`src/sv/sle_pkg.sv`:
```
// Package for the sequential list engine: operation codes, cell control and
// group result types. Depends on nothing.
package sle_pkg;

    // Operation codes carried in the kind field.
    localparam logic [2:0] KIND_INSERT = 3'd0;
    localparam logic [2:0] KIND_DELETE = 3'd1;
    localparam logic [2:0] KIND_READ   = 3'd2;
    localparam logic [2:0] KIND_FIND   = 3'd3;
    localparam logic [2:0] KIND_CLEAR  = 3'd4;

    // Width of positions and lengths inside the cell row; covers up to 2047 cells.
    localparam int IDX_W = 11;

    // Cells are reduced in groups of this size.
    localparam int GROUP_SIZE = 8;
    localparam int GRP_W      = 3;

    localparam int DATA_W = 32;

    // Control broadcast to every cell for one beat.
    typedef struct packed {
        logic              ins;
        logic              del;
        logic              clr;
        logic [IDX_W-1:0]  p;
        logic [IDX_W-1:0]  len;
        logic [DATA_W-1:0] value;
    } cell_ctrl_t;

    // Registered summary of one group of cells.
    typedef struct packed {
        logic [DATA_W-1:0] sel_value;
        logic              hit;
        logic [GRP_W-1:0]  first;
    } group_res_t;

endpackage

```
`src/sv/sle_group.sv`:
```
// Group reducer: summarizes eight cells into the selected value and the
// first matching local index, registered on each accepted beat. Uses sle_pkg.
module sle_group (
    input  logic                     clk,
    input  logic                     rst_n,
    input  logic                     load,
    input  logic [sle_pkg::DATA_W-1:0] data [sle_pkg::GROUP_SIZE],
    input  logic [sle_pkg::GROUP_SIZE-1:0] sel,
    input  logic [sle_pkg::GROUP_SIZE-1:0] match,
    output sle_pkg::group_res_t      res
);
    import sle_pkg::*;

    group_res_t res_reg;
    group_res_t res_next;

    // At most one cell is selected, so an OR of the gated values picks it.
    // The lowest matching cell wins the priority search.
    always_comb
    begin
        res_next.sel_value = '0;
        res_next.hit       = |match;
        res_next.first     = '0;
        for (int k = 0; k < GROUP_SIZE; k++)
        begin
            if (sel[k])
            begin
                res_next.sel_value = res_next.sel_value | data[k];
            end
        end
        for (int k = GROUP_SIZE - 1; k >= 0; k--)
        begin
            if (match[k])
            begin
                res_next.first = GRP_W'(k);
            end
        end
    end

    always_ff @(posedge clk or negedge rst_n)
    begin
        if (!rst_n)
        begin
            res_reg <= '0;
        end
        else if (load)
        begin
            res_reg <= res_next;
        end
    end

    assign res = res_reg;

endmodule

```
`config.mk`:
```
export PLATFORM = sky130hd
export DESIGN_NAME = sle_group
export DESIGN_NICKNAME = d
export VERILOG_FILES = /design/src/sv/sle_pkg.sv /design/src/sv/sle_group.sv
export SDC_FILE = /design/constraint.sdc
export NUM_CORES = 1
export LEC_CHECK = 0
export CORE_AREA = 8 8 114 116
export DETAILED_ROUTE_END_ITERATION = 12
export DIE_AREA = 0 0 122 124
export DONT_BUFFER_PORTS = 1
export PLACE_DENSITY_LB_ADDON = 0.15
export RECOVER_POWER = 50
export REMOVE_ABC_BUFFERS = 1
export SYNTH_ARGS = -nofsm -noshare
export SYNTH_HDL_FRONTEND = slang
export SYNTH_SLANG_ARGS = --single-unit
export TNS_END_PERCENT = 1
```
`constraint.sdc`:
```
create_clock -name clk -period 0.8 [get_ports clk]
set_input_delay 0.16 -clock clk [delete_from_list [all_inputs] [get_ports clk]]
set_output_delay 0.16 -clock clk [all_outputs]
set_load 0.03 [all_outputs]
```
==> metrics.md <==
| Metric | Value |
|---|---|
| Clock buffer count from CTS | `5` |
| Initial cell density of the core | `between 20% and 30%` |
| DR vias/cell | `6.47` |
| YS warnings | `0` |
| Most common cell after layout, fill and taps aside | `a22o_1` |
| Synth Cell Area | `roughly 2700 um2` |
| Final WL | `~13000 um` |
| Setup slack, reg-to-reg | `0 ps` |
| DR vias | `between 2000 and 3000` |
| Final Non-Filler Cells | `~440` |
| CTS sink count | `36` |
| Share of layout cells above drive strength 1 | `between 10% and 20%` |
| Max reg flops | `36` |
| Leakage | `about 0.0013 uW` |
| WP data required | `approximately 640 ps` |
| Setup Crit Path Kind | `register to primary output` |
| Worst path bufs/invs | `1` |
| Global-route wire length before repair | `approximately 19000 um` |
| Hold Violations, Final | `44` |
| Fin crit period | `1000 ps` |
| Inst Count DP | `430` |
| Cell Pwr Density | `1570 nW/um2` |
| Antenna violations before repair | `0` |
| Core footprint | `~11000 um2` |
| Met2 Resource Use GR | `approximately 28%` |
| Worst Setup End Kind | `primary output` |
| Pre-antenna DRT Iters | `4` |
| Fmax | `~1000 MHz` |
| RSZ-0062 raised after global routing | `yes` |
| # port buffers | `0` |
| Fin nets | `570` |
| Max VDD drop | `about 0.8 mV` |
| Hold Path Class | `input port to asynchronous set/reset pin` |
| Post-synth cell types | `21` |
| Initial DRC Count | `218` |
| Slew Viols, Final | `0` |
| Full die area | `15100 um2` |
| Cells after Synth | `about 280` |
| Pre-CTS WS | `-115 ps` |
| Slew @ Worst Pin | `between 200 and 300 ps` |
| DRC viols | `0` |
| Largest net degree at the start of global routing | `73` |
| Commonest non-fill, non-tap cells in the layout | `a22o_1 (61), a221oi_1 (55), nor2_1 (36), dfrtp_1 (36), a31oi_1 (32)` |
| Slew headroom | `about 80%` |
| Placement Rows | `39` |
| Final Cycle Share | `125%` |
| Met3 usage in global routing | `slightly below 6%` |
| DR WL/cell | `~30 um` |
| Status | `complete, but fails checks` |
| Die width | `about 120 um` |
| Worst-path cell chain | `buf_12` |
| Total Routing Usage GR | `between 15 and 20%` |
| RD Place Congestion | `between 0.7 and 0.8` |
| DIE HEIGHT | `124 um` |
| Final setup viols | `37` |
| Critical Path Slowest Stage Cell | `dfrtp_1` |
| Reg-to-Reg Start | `res[28]$_DFFE_PN0P_` |
| Clk buf depth | `2` |
| Worst r2r path cells | `3` |
| Register area share after synthesis | `roughly 33%` |
| Diode count | `0` |
| Global route hottest layer | `met2` |
| Hold slack | `-425 ps` |
| Reg2reg end | `res[28]$_DFFE_PN0P_` |
| Congestion Overflow GR | `0` |
| Detailed Place HPWL | `10100 um` |
| Later-pin clock latency in the skew report | `270 ps` |
| Worst-path fanout max | `2` |
| Setup ws final | `-202 ps` |
| Post-synthesis area per instance | `a little under 10 um2` |
| Clock transition at path regs | `approximately 60 ps` |
| Startpoint types | `register` |
| Antenna Nets Post-Route | `0` |
| CP delay by family, top | `flip-flops` |
| Top Ports | `311` |
| CP arrival | `between 800 and 900 ps` |
| Synthesized flop and latch total | `36` |
| Setup_tns | `-6550 ps` |
| Failing checks | `hold timing, setup timing` |
| H-tree lvl count | `2` |
| Crit path largest cell delay | `410 ps` |
| Area Growth Syn to Fin | `27.0%` |
| CTS tree | `built` |
| Max cap viols | `0` |
| Root Buffer | `clkbuf_16` |
| Number of global-route vias before repair | `about 3200` |
| Clock skew | `0 ps` |
| Met1 global-route usage | `between 15 and 20%` |
-- cell families after synthesis --
kind of cell	after synthesis	synth area share [%]
compound gates	168	52.6
simple gates	40	5.78
buf+inv	37	8.58
flops	36	33.0
-- synth_stat cells (all sizes together) --
| library cell | n | area share [%] |
|---|---|---|
| nor2 | 36 | 5.0 |
| nand2b | 1 | 0.23 |
| nor4 | 1 | 0.23 |
| o21ai | 1 | 0.18 |
| o31ai | 1 | 0.28 |
| a22o | 64 | 21 |
| clkbuf | 7 | 0.96 |
| nand3 | 2 | 0.37 |
| o31a | 1 | 0.32 |
| a31oi | 32 | 7.3 |
| a21oi | 2 | 0.37 |
| dfrtp | 36 | 33 |
| inv | 5 | 0.69 |
| a221oi | 64 | 23 |
| buf | 25 | 6.9 |
| a41oi | 1 | 0.32 |
| o22ai | 2 | 0.46 |
-- cell type report --
class / count / area, um2
Clock buffer: 7 / 153
Fill cell: 1175 / 7710
Inverter: 5 / 18.8
Multi-Input combinational cell: 208 / 1590
Sequential cell: 36 / 901
Tap cell: 143 / 179
Timing Repair Buffer: 39 / 621
-- where the power goes --
group / internal (uW) / switching (uW) / leakage, uW
logic: 798 / 539 / 0.000851
clock network: 1310 / 728 / 0.0000760
registers: 1950 / 116 / 0.000348
-- worst max-delay path by stage --
stage | from | endpoint | slack (ps) | cells past startpoint
2_1_floorplan | data[106] | res[14]$_DFFE_PN0P_ | -20 | 3
3_3_place_gp | data[106] | res[14]$_DFFE_PN0P_ | -120 | 3
3_5_place_dp | data[106] | res[14]$_DFFE_PN0P_ | -110 | 3
4_1_cts | res[28]$_DFFE_PN0P_ | res[28] | -220 | 1
5_1_grt | res[28]$_DFFE_PN0P_ | res[28] | -240 | 1
6_report | res[28]$_DFFE_PN0P_ | res[28] | -200 | 1
-- per-stage QoR --
stage,cell area (um2),utilization [%],total power [uW],hold WS [ps]
final,3460,31.0,5430,-425
after floorplan,2510,-,2860,-136
after CTS,3460,31.0,5580,-435
after global routing,3460,31.0,5760,-444
after global placement,3250,29.1,3390,-134
after detailed placement,3250,29.1,3400,-134
-- worst register-to-register path: cells and delay by family (launching register included) --
family / cells / cell delay [ps]
flip-flops: 1 / 410
buffers and inverters: 1 / 150
AND/OR/NAND/NOR: 1 / 80
AO/OA/AOI/OAI: 1 / 50
-- routing by layer --
layer  part of all wire (%)  wire (um)
met5                      0          0
met4                    1.7        224
met3                     14       1830
met2                     49       6630
met1                     35       4730
-- timing repair --
item	in CTS	in global routing
endpoints found under the hold margin	70	66
resized for setup	14	0
setup endpoints to repair	36	37
setup buffers	1	0
pin swaps	0	0
No activity file was read; power rests on OpenSTA's default activity.
