### src/sv/sle_pkg.sv
// Package for the sequential list engine: operation codes, cell control and
// group result types. Depends on nothing.
package sle_pkg;

    // Operation codes carried in the kind field.
    localparam logic [2:0] KIND_INSERT = 3'd0;
    localparam logic [2:0] KIND_DELETE = 3'd1;
    localparam logic [2:0] KIND_READ   = 3'd2;
    localparam logic [2:0] KIND_FIND   = 3'd3;
    localparam logic [2:0] KIND_CLEAR  = 3'd4;

    // Width of positions and lengths inside the cell row; covers up to 2047 cells.
    localparam int IDX_W = 11;

    // Cells are reduced in groups of this size.
    localparam int GROUP_SIZE = 8;
    localparam int GRP_W      = 3;

    localparam int DATA_W = 32;

    // Control broadcast to every cell for one beat.
    typedef struct packed {
        logic              ins;
        logic              del;
        logic              clr;
        logic [IDX_W-1:0]  p;
        logic [IDX_W-1:0]  len;
        logic [DATA_W-1:0] value;
    } cell_ctrl_t;

    // Registered summary of one group of cells.
    typedef struct packed {
        logic [DATA_W-1:0] sel_value;
        logic              hit;
        logic [GRP_W-1:0]  first;
    } group_res_t;

endpackage

### src/sv/sle_cell.sv
// One list cell: holds one element, shifts to and from its neighbors and
// compares itself with the broadcast position and search value. Uses sle_pkg.
module sle_cell #(
    parameter int INDEX = 0
) (
    input  logic                     clk,
    input  logic                     rst_n,
    input  sle_pkg::cell_ctrl_t      ctrl,
    input  logic [sle_pkg::DATA_W-1:0] left_data,
    input  logic [sle_pkg::DATA_W-1:0] right_data,
    output logic [sle_pkg::DATA_W-1:0] data,
    output logic                     sel,
    output logic                     match
);
    import sle_pkg::*;

    localparam logic [IDX_W-1:0] MY_IDX   = IDX_W'(INDEX);
    localparam logic [IDX_W-1:0] NEXT_IDX = IDX_W'(INDEX + 1);

    logic [DATA_W-1:0] data_reg;
    logic [DATA_W-1:0] data_next;

    // Insert moves entries above the position up by one; delete pulls the
    // entries from the position to the second-to-last one down by one.
    always_comb
    begin
        data_next = data_reg;
        if (ctrl.clr)
        begin
            data_next = '0;
        end
        else if (ctrl.ins)
        begin
            if (MY_IDX > ctrl.p)
            begin
                data_next = left_data;
            end
            else if (MY_IDX == ctrl.p)
            begin
                data_next = ctrl.value;
            end
        end
        else if (ctrl.del)
        begin
            if ((MY_IDX >= ctrl.p) && (NEXT_IDX < ctrl.len))
            begin
                data_next = right_data;
            end
        end
    end

    always_ff @(posedge clk or negedge rst_n)
    begin
        if (!rst_n)
        begin
            data_reg <= '0;
        end
        else
        begin
            data_reg <= data_next;
        end
    end

    // Flags for the group reduction, taken from the contents before the update.
    assign data  = data_reg;
    assign sel   = (MY_IDX == ctrl.p);
    assign match = (data_reg == ctrl.value) && (MY_IDX < ctrl.len);

endmodule

### config.mk
export PLATFORM = sky130hd
export DESIGN_NAME = sle_cell
export DESIGN_NICKNAME = d
export VERILOG_FILES = /design/src/sv/sle_pkg.sv /design/src/sv/sle_cell.sv
export SDC_FILE = /design/constraint.sdc
export NUM_CORES = 1
export LEC_CHECK = 0
export CAP_MARGIN = 25
export CORE_MARGIN = 4
export CORE_UTILIZATION = 57
export CTS_CLUSTER_DIAMETER = 200
export CTS_CLUSTER_SIZE = 20
export DETAILED_ROUTE_END_ITERATION = 16
export DONT_BUFFER_PORTS = 1
export GPL_ROUTABILITY_DRIVEN = 0
export HOLD_SLACK_MARGIN = 0.06
export PLACE_DENSITY = 0.84
export SYNTH_ARGS = -nofsm -noshare
export SYNTH_HDL_FRONTEND = slang
export SYNTH_SLANG_ARGS = --single-unit
### constraint.sdc
create_clock -name clk -period 1.25 [get_ports clk]
set_input_delay 0.25 -clock clk [delete_from_list [all_inputs] [get_ports clk]]
set_output_delay 0.25 -clock clk [all_outputs]
set_load 0.02 [all_outputs]
==> metrics.yaml, run 1 <==
sta:
  finalHoldViolations: 0
  finalSetupViolCount: 34
  setup_tns_ps: -8870
  period_share_pct: 158
  fmax_mhz: 506
  rsz0062_at_grt: "true"
  fin_skew_ps: 0
  maxSlewViolCount: 0
  whs_ps: 36.7
  max_slew.worst_pin.slew_ps: 362
  relSlewSlack_pct: 75.6
  layout_min_cycle_time_ps: 1980
  fin_ws_ps: -726
setup_path:
  arrival_ps: 1730
  cp_cell_sequence: "xor2_1, nor4_2, buf_4, nand4_1, nor3_2, buf_4"
  path_max_fanout: 2
  r2r_slack_ps: 320
  crit_type: "reg -> out"
  crit_path_start_kind: "flip-flop"
  required_ps: 1000
  slowest_delay_ps: 390
  cp-end-kind: "primary output"
  cp_common_cell: "buf_4"
  cpMaxStageDelayCell: "dfrtp_1"
die:
  initial_core_util_pct: 59.0
  fp.coreArea_mm2: 0.00366
  pin_count: 157
  die-area_mm2: 0.00484
  num_rows: 22
  chipHeight_um: 69.6
  die_w_um: 69.6
placed_design:
  dp_hpwl_um: 4620
  placed_area_mm2: 0.00243
  placement.io_buffers: 0
routing:
  wirelength_um: 7620
  detail_route.vias_per_cell: 6.43
  detail_route.iter0.violations: 144
  post-route-drc-count: 0
  drtAntennaViolNets: 0
  wl_per_cell_um: 25.7
  vias: 1911
  drt_first_pass_iters: 4
pwr:
  p_comb_share_pct: 8.6
  p_sw_share_pct: 20.9
  leakage_uw: 0.00139
  powerDensity_mw_per_mm2: 758
  net-switching-power_uw: 487
  total_power_uw: 2330
  p_int_uw: 1840
  peakVddDrop_uv: 978
  pwr-share-seq_pct: 44.5
  p_clk_share_pct: 46.8
synthesis:
  synth_edf_count: 0
  ys_types: 22
  ys_seq_elements: 32
  yosysSeqAreaShare_pct: 37.1
  synth_largest_area_cell: "dfrtp_1"
  syn-cell-area_mm2: 0.00216
  yosys.area.top_type_share_pct: 37.1
  synthFlopType: "dfrtp_1"
  synth_area_leaders: "dfrtp_1, mux2i_1, xor2_1"
  synthCells: 203
  syn_nets: 326
  yosysWarningCount: 0
  async_reset_ff_share_pct: 100
  syn_avg_cell_area_um2: 10.6
clocking:
  cts.sinks: 32
  clock_tree.buffer_depth: 2
  clkTransAtPathRegs_ps: 70
  clock_latency_ps: 280
  cts_tree: "built"
  cts_root_buffer: "clkbuf_8"
  cts_buffers: 5
  holdBufCountCts: 2
  htree_levels: 2
layout:
  nNetsFinal: 371
  layout-drive-gt1-share_pct: 52.6
  areaGrowthSynthToFinish_pct: 42.1
  nFillCells: 201
  diodes: 0
  stdcell_area_mm2: 0.00307
  seq_area_um2: 801
  multi_input_area_mm2: 0.00155
  largest_reg_flops: 32
status:
  status: "finished with violations"
  violations: "setup timing"
hold_path:
  holdCritPathClass: "in -> reg"
run:
  drv_cap: 0
grt:
  grt_pass1_wl_um: 11900
  grt_max_degree: 35
  grtUsageTotal_pct: 31.3
  grt_overflow: 0
  grt_pass1_vias: 2215
  antenna_found_initial: 0
layout by cell type, fill, tap and decap left out, drive strengths merged:
master	netlist	routed
a211oi	32	32
a21oi	32	32
and2	1	1
and4b	1	1
buf	6	55
bufinv	0	1
clkbuf	12	7
dfrtp	32	32
dlygate4sd3	0	1
mux2i	32	32
nand2	1	1
nand3	1	1
nand4	2	2
nand4b	1	1
nor2	3	3
nor3	2	2
nor4	11	11
or2	1	1
or4	1	1
xor2	32	32
worst paths after layout:
path	startpoint	endpoint	depth (start not counted)
worst max-delay path	data[23]	match	6
worst min-delay path	ctrl[54]	data[14]	1
worst max register to register	data[20]	data[20]	3
worst min register to register	data[29]	data[29]	3
max in group asynchronous	rst_n	data[25]	2
min in group asynchronous	rst_n	data[17]	2
routing by layer:
metal / GRT usage (%) / routed length, µm / vias up
met5: 0 / 0 / -
met3: 11.0 / 626 / 19
met2: 55.8 / 4110 / 103
met1: 33.7 / 2720 / 937
li1: - / - / 852
met4: 11.9 / 164 / 0
power by group through the flow:
stage	Clock [µW]	Sequential (µW)	Combinational, µW
final	1090	1040	200
after global routing	1140	1040	218
after CTS	1080	1040	192
after detailed placement	0	1060	146
after global placement	0	1060	141
after floorplan	0	1060	154
worst max-delay path: cells and delay by family, from the launching register on:
| family | cells | cell delay [ps] |
|---|---|---|
| simple gates | 3 | 570 |
| flops | 1 | 390 |
| buf+inv | 2 | 330 |
| xor+xnor | 1 | 160 |
kinds of logic (layout without fill, tap and decap cells):
family	Yosys count	in the layout	synth area share, %
DFF	32	32	37.1
buffers and inverters	18	64	8.23
and+or+nand+nor	25	25	7.42
AOI/OAI and AO/OA	64	64	19.5
xor gates and xnor gates	32	32	13.0
muxes	32	32	14.8
what timing repair did:
item | in CTS | in global routing
gates resized for setup | 71 | 29
gates cloned | 6 | 0
buffers inserted | 9 | 2
pin swaps | 31 | 26
setup endpoints to repair | 34 | 34
endpoints found under the hold margin | 64 | 32
cell type report:
| class | count | area share, % |
|---|---|---|
| clock buffers | 7 | 3.14 |
| clock inverters | 1 | 0.978 |
| multi-input cells | 153 | 50.4 |
| flip-flops and latches | 32 | 26.1 |
| well taps | 48 | 1.96 |
| repair buffers | 56 | 17.4 |
Yosys cell counts (2+ instances only):
cell type,instances
buf_8,3
a21oi_1,32
mux2i_1,32
clkbuf_8,6
a211oi_2,4
clkbuf_1,6
nor3_1,2
a211oi_1,28
nand4_1,2
nor4_1,11
xor2_1,32
buf_6,2
nor2_1,3
dfrtp_1,32
stage by stage:
stage / setup slack (ps) / utilization, % / instances
2_1_floorplan: -456 / - / 203
3_3_place_gp: -522 / 66.4 / 278
3_5_place_dp: -605 / 66.4 / 278
4_1_cts: -737 / 84.6 / 303
5_1_grt: -791 / 83.8 / 297
6_report: -726 / 83.8 / 297
(Power assumes the default switching activity.)
==> run 2: changes to the inputs <==
--- a/config.mk
+++ b/config.mk
@@ -15,6 +15,7 @@
 export GPL_ROUTABILITY_DRIVEN = 0
 export HOLD_SLACK_MARGIN = 0.06
 export PLACE_DENSITY = 0.84
+export RECOVER_POWER = 100
 export SYNTH_ARGS = -nofsm -noshare
 export SYNTH_HDL_FRONTEND = slang
 export SYNTH_SLANG_ARGS = --single-unit
==> metrics.yaml, run 2 (same netlist as run 1, synthesis figures left out) <==
status:
  status: "finished with violations"
  violations: "setup timing"
setup_path:
  required_ps: 1000
  slowest_delay_ps: 390
  cp-end-kind: "primary output"
  cpMaxStageDelayCell: "dfrtp_1"
  cp_common_cell: "buf_4"
  crit_type: "reg -> out"
  path_max_fanout: 2
  arrival_ps: 1720
  crit_path_start_kind: "flip-flop"
  cp_cell_sequence: "xor2_1, nor4_2, buf_4, nand4_1, nor3_2, buf_4"
layout:
  utilization_pct: 81.3
  diodes: 0
  nFillCells: 225
  largest_reg_flops: 32
  areaGrowthSynthToFinish_pct: 37.8
  nNetsFinal: 371
  seq_area_um2: 801
  most-common-layout-cells: "xor2_1, mux2i_1, a211oi_2, dfrtp_1, clkbuf_2"
  stdcell_area_mm2: 0.00298
  layout-drive-gt1-share_pct: 52.6
  multi_input_area_mm2: 0.00155
sta:
  max_slew.worst_pin.slew_ps: 721
  relSlewSlack_pct: 52.0
  finalHoldViolations: 0
  fin_skew_ps: 0
  finalSetupViolCount: 34
  fin_ws_ps: -723
  maxSlewViolCount: 0
  whs_ps: 37.6
  period_share_pct: 158
  layout_min_cycle_time_ps: 1970
  fmax_mhz: 507
  rsz0062_at_grt: "true"
grt:
  antenna_found_initial: 0
  grt_util_met1_pct: 33.7
  top_usage_layer: "met2"
  grtUsageTotal_pct: 31.3
  grt_pass1_wl_um: 11900
  met2_usage_pct: 55.8
  grt_max_degree: 35
  grt_pass1_vias: 2215
  grt_overflow: 0
  use_met3_pct: 11.0
die:
  chipHeight_um: 69.6
  die-area_mm2: 0.00484
  initial_core_util_pct: 59.0
  fp.coreArea_mm2: 0.00366
  num_rows: 22
  die_w_um: 69.6
  pin_count: 157
clocking:
  cts.sinks: 32
  cts_tree: "built"
  htree_levels: 2
  clkTransAtPathRegs_ps: 70
  cts_buffers: 5
  holdBufCountCts: 2
  clock_latency_ps: 270
  clock_tree.buffer_depth: 2
  cts_root_buffer: "clkbuf_8"
routing:
  drtAntennaViolNets: 0
  detail_route.iter0.violations: 121
  vias: 1930
  wirelength_um: 7600
  detail_route.vias_per_cell: 6.50
  drt_first_pass_iters: 4
  post-route-drc-count: 0
  wl_per_cell_um: 25.6
pwr:
  peakVddDrop_uv: 975
  p_sw_share_pct: 20.9
  p_clk_share_pct: 47.0
  net-switching-power_uw: 484
  leakage_uw: 0.00136
  pwr-share-seq_pct: 44.7
  p_comb_share_pct: 8.4
  p_int_uw: 1830
  powerDensity_mw_per_mm2: 779
placed_design:
  place_ws_ps: -605
  dp_hpwl_um: 4620
  placement.io_buffers: 0
  placed_area_mm2: 0.00243
run:
  drv_cap: 0
hold_path:
  holdCritPathClass: "in -> reg"
## run 2: changes by cell type in the layout (fill, tap and decap cells not counted)
cell | previous run | this run
buf_12 | 5 | 4
buf_2 | 0 | 1
buf_4 | 40 | 9
clkbuf_2 | 0 | 31
## run 2: worst paths after layout
check / from / to / slack [ps] / cells past startpoint
worst max register to register: data[20] / data[20] / 260 / 3
worst max-delay path: data[23] / match / -720 / 6
max in group asynchronous: rst_n / data[13] / 200 / 2
worst min register to register: data[23] / data[23] / 750 / 3
worst min-delay path: ctrl[54] / data[11] / 40 / 1
min in group asynchronous: rst_n / data[16] / 590 / 2
## run 2: worst max-delay path, delay by kind of cell (launching register included)
kind / cells / cell delay (ps)
XOR/XNOR: 1 / 150
buffers and inverters: 2 / 330
flip-flops: 1 / 390
AND/OR/NAND/NOR: 3 / 560
## run 2: metal layers
layer,share of wire [%],wire (µm)
met5,0,0
met3,8.1,613
met1,35,2670
met4,1.8,136
met2,55,4180
## run 2: layout make-up
class                      count  area share (%)
clock buffer                   7            3.24
clock inverter                 1            1.01
multi-input combinational    153            52.0
sequential                    32            26.9
tap                           48            2.02
timing repair buffer          56            14.8
## run 2: timing repair
action,in CTS,in global routing
buffers inserted,9,2
pin swaps,31,26
resized for setup,71,29
cloned,6,0
hold endpoints to repair,64,32
setup endpoints to repair,34,34
## run 2: power by group through the flow
stage               clock network (µW)  logic (µW)  registers (µW)
finish                            1090         194            1040
global route                      1140         212            1040
CTS                               1080         192            1040
detailed placement                   0         146            1060
global placement                     0         141            1060
floorplan                            0         154            1060
## run 2: through the flow
step	cells	total power [µW]	TNS (ps)
after floorplan	203	1210	-14730
after global placement	278	1200	-14360
after detailed placement	278	1200	-15900
after CTS	303	2310	-9460
after global routing	297	2380	-9460
final	297	2320	-8570
==> run 3: changes to the inputs <==
--- a/config.mk
+++ b/config.mk
@@ -7,14 +7,15 @@
 export LEC_CHECK = 0
 export CAP_MARGIN = 25
 export CORE_MARGIN = 4
-export CORE_UTILIZATION = 57
+export CORE_UTILIZATION = 59
+export CTS_BUF_LIST = sky130_fd_sc_hd__clkbuf_4
 export CTS_CLUSTER_DIAMETER = 200
 export CTS_CLUSTER_SIZE = 20
 export DETAILED_ROUTE_END_ITERATION = 16
 export DONT_BUFFER_PORTS = 1
 export GPL_ROUTABILITY_DRIVEN = 0
 export HOLD_SLACK_MARGIN = 0.06
-export PLACE_DENSITY = 0.84
+export PLACE_DENSITY = 0.87
 export RECOVER_POWER = 100
 export SYNTH_ARGS = -nofsm -noshare
 export SYNTH_HDL_FRONTEND = slang
==> metrics.yaml, run 3 (same netlist as run 1, synthesis figures left out) <==
status:
  status: "finished with violations"
  violations: "hold timing, setup timing"
sta:
  layout_min_cycle_time_ps: 2340
  max_slew.worst_pin.slew_ps: 831
  setup_tns_ps: -9640
  finalSetupViolCount: 34
  finalHoldViolations: 30
  relSlewSlack_pct: 44.6
  fin_skew_ps: 0
  fmax_mhz: 427
  whs_ps: -32.1
  maxSlewViolCount: 0
  period_share_pct: 187
  fin_ws_ps: -1090
  rsz0062_at_grt: "true"
layout:
  nFillCells: 126
  most-common-layout-cells: "xor2_1, mux2i_1, dfrtp_1, a211oi_2, buf_4"
  multi_input_area_mm2: 0.00157
  seq_area_um2: 801
  diodes: 0
  nNetsFinal: 378
  areaGrowthSynthToFinish_pct: 43.6
  largest_reg_flops: 32
  layout-drive-gt1-share_pct: 53.4
die:
  num_rows: 21
  pin_count: 157
  chipHeight_um: 68.5
  initial_core_util_pct: 62.7
  die_w_um: 68.5
  fp.coreArea_mm2: 0.00344
  die-area_mm2: 0.00469
setup_path:
  crit_type: "reg -> out"
  path_max_fanout: 2
  crit_path_start_kind: "flip-flop"
  cpMaxStageDelayCell: "nor4_1"
  cp-end-kind: "primary output"
  arrival_ps: 2090
  cp_cell_sequence: "xor2_1, nor4_1, nand4_1, nor3_2, buf_4"
  slowest_delay_ps: 520
  required_ps: 1000
routing:
  detail_route.iter0.violations: 234
  vias: 2164
  drt_first_pass_iters: 4
  wirelength_um: 9370
  wl_per_cell_um: 31.3
  detail_route.vias_per_cell: 7.24
  post-route-drc-count: 0
  drtAntennaViolNets: 0
pwr:
  p_clk_share_pct: 31.0
  peakVddDrop_uv: 577
  pwr-share-seq_pct: 57.7
  p_sw_share_pct: 26.6
  net-switching-power_uw: 477
  p_int_uw: 1320
  leakage_uw: 0.00140
  powerDensity_mw_per_mm2: 579
  p_comb_share_pct: 11.3
grt:
  grtUsageTotal_pct: 35.0
  grt_pass1_vias: 2282
  antenna_found_initial: 0
  grt_overflow: 0
  grt_pass1_wl_um: 11600
  grt_max_degree: 35
clocking:
  htree_levels: 2
  clock_latency_ps: 330
  cts_tree: "built"
  cts_buffers: 5
  clkTransAtPathRegs_ps: 110
  cts_root_buffer: "clkbuf_4"
  holdBufCountCts: 2
  clock_tree.buffer_depth: 2
  cts.sinks: 32
placed_design:
  placement.io_buffers: 0
  dp_hpwl_um: 4650
hold_path:
  holdCritPathClass: "in -> reg"
run:
  drv_cap: 0
## run 3: changes by cell type in the layout (fill, tap and decap cells not counted), sizes merged
cell    before  now
clkbuf      38   16
bufinv       1    0
buf         24   51
## run 3: layout make-up
| cell class | instances | share of cell area, % |
|---|---|---|
| multi-input cells | 153 | 50.8 |
| flip-flops and latches | 32 | 25.8 |
| repair buffers | 63 | 20.3 |
| well taps | 46 | 1.86 |
| clock buffers | 5 | 1.21 |
## run 3: worst max-delay path, delay by kind of cell (launching register included)
family | cells | cell delay, ps
buffers and inverters | 1 | 170
DFF | 1 | 430
xor gates and xnor gates | 1 | 170
and+or+nand+nor | 3 | 980
## run 3: power by group through the flow
stage / combinational [µW] / sequential [µW] / clock (µW)
2_1_floorplan: 154 / 1060 / 0
3_3_place_gp: 140 / 1060 / 0
3_5_place_dp: 145 / 1060 / 0
4_1_cts: 190 / 1040 / 523
5_1_grt: 216 / 1040 / 608
6_report: 203 / 1040 / 556
## run 3: path summary, 6_finish.rpt
| kind | endpoint | slack [ps] | cells past startpoint | from |
|---|---|---|---|---|
| worst max-delay path | match | -1090 | 5 | data[22] |
| worst min-delay path | data[31] | -30 | 1 | ctrl[54] |
| worst max register to register | data[24] | 150 | 3 | data[24] |
| worst min register to register | data[28] | 750 | 3 | data[28] |
| max in group asynchronous | data[4] | 180 | 2 | rst_n |
| min in group asynchronous | data[7] | 540 | 2 | rst_n |
## run 3: through the flow
| step | cell area (µm²) | utilization [%] | worst slack [ps] | power [µW] | cells |
|---|---|---|---|---|---|
| 6_report | 3100 | 90.1 | -1090 | 1790 | 299 |
| 5_1_grt | 3100 | 90.1 | -1150 | 1860 | 299 |
| 4_1_cts | 2970 | 86.3 | -869 | 1750 | 296 |
| 3_5_place_dp | 2450 | 71.2 | -581 | 1200 | 277 |
| 3_3_place_gp | 2450 | 71.2 | -542 | 1200 | 277 |
| 2_1_floorplan | 2190 | - | -456 | 1210 | 203 |
## run 3: what timing repair did
item,CTS,global route
gates resized for setup,59,37
hold endpoints to repair,64,32
endpoints found under the setup margin,34,34
pin swaps,46,17
gates cloned,6,0
setup buffers,6,7
## run 3: metal layers
layer | vias up | global-route usage (%) | part of all wire [%]
met2 | 201 | 64.6 | 50
met4 | 0 | 16.4 | 6.1
met1 | 1036 | 36.1 | 32
li1 | 872 | - | -
met5 | - | 0 | 0
met3 | 55 | 9.72 | 12
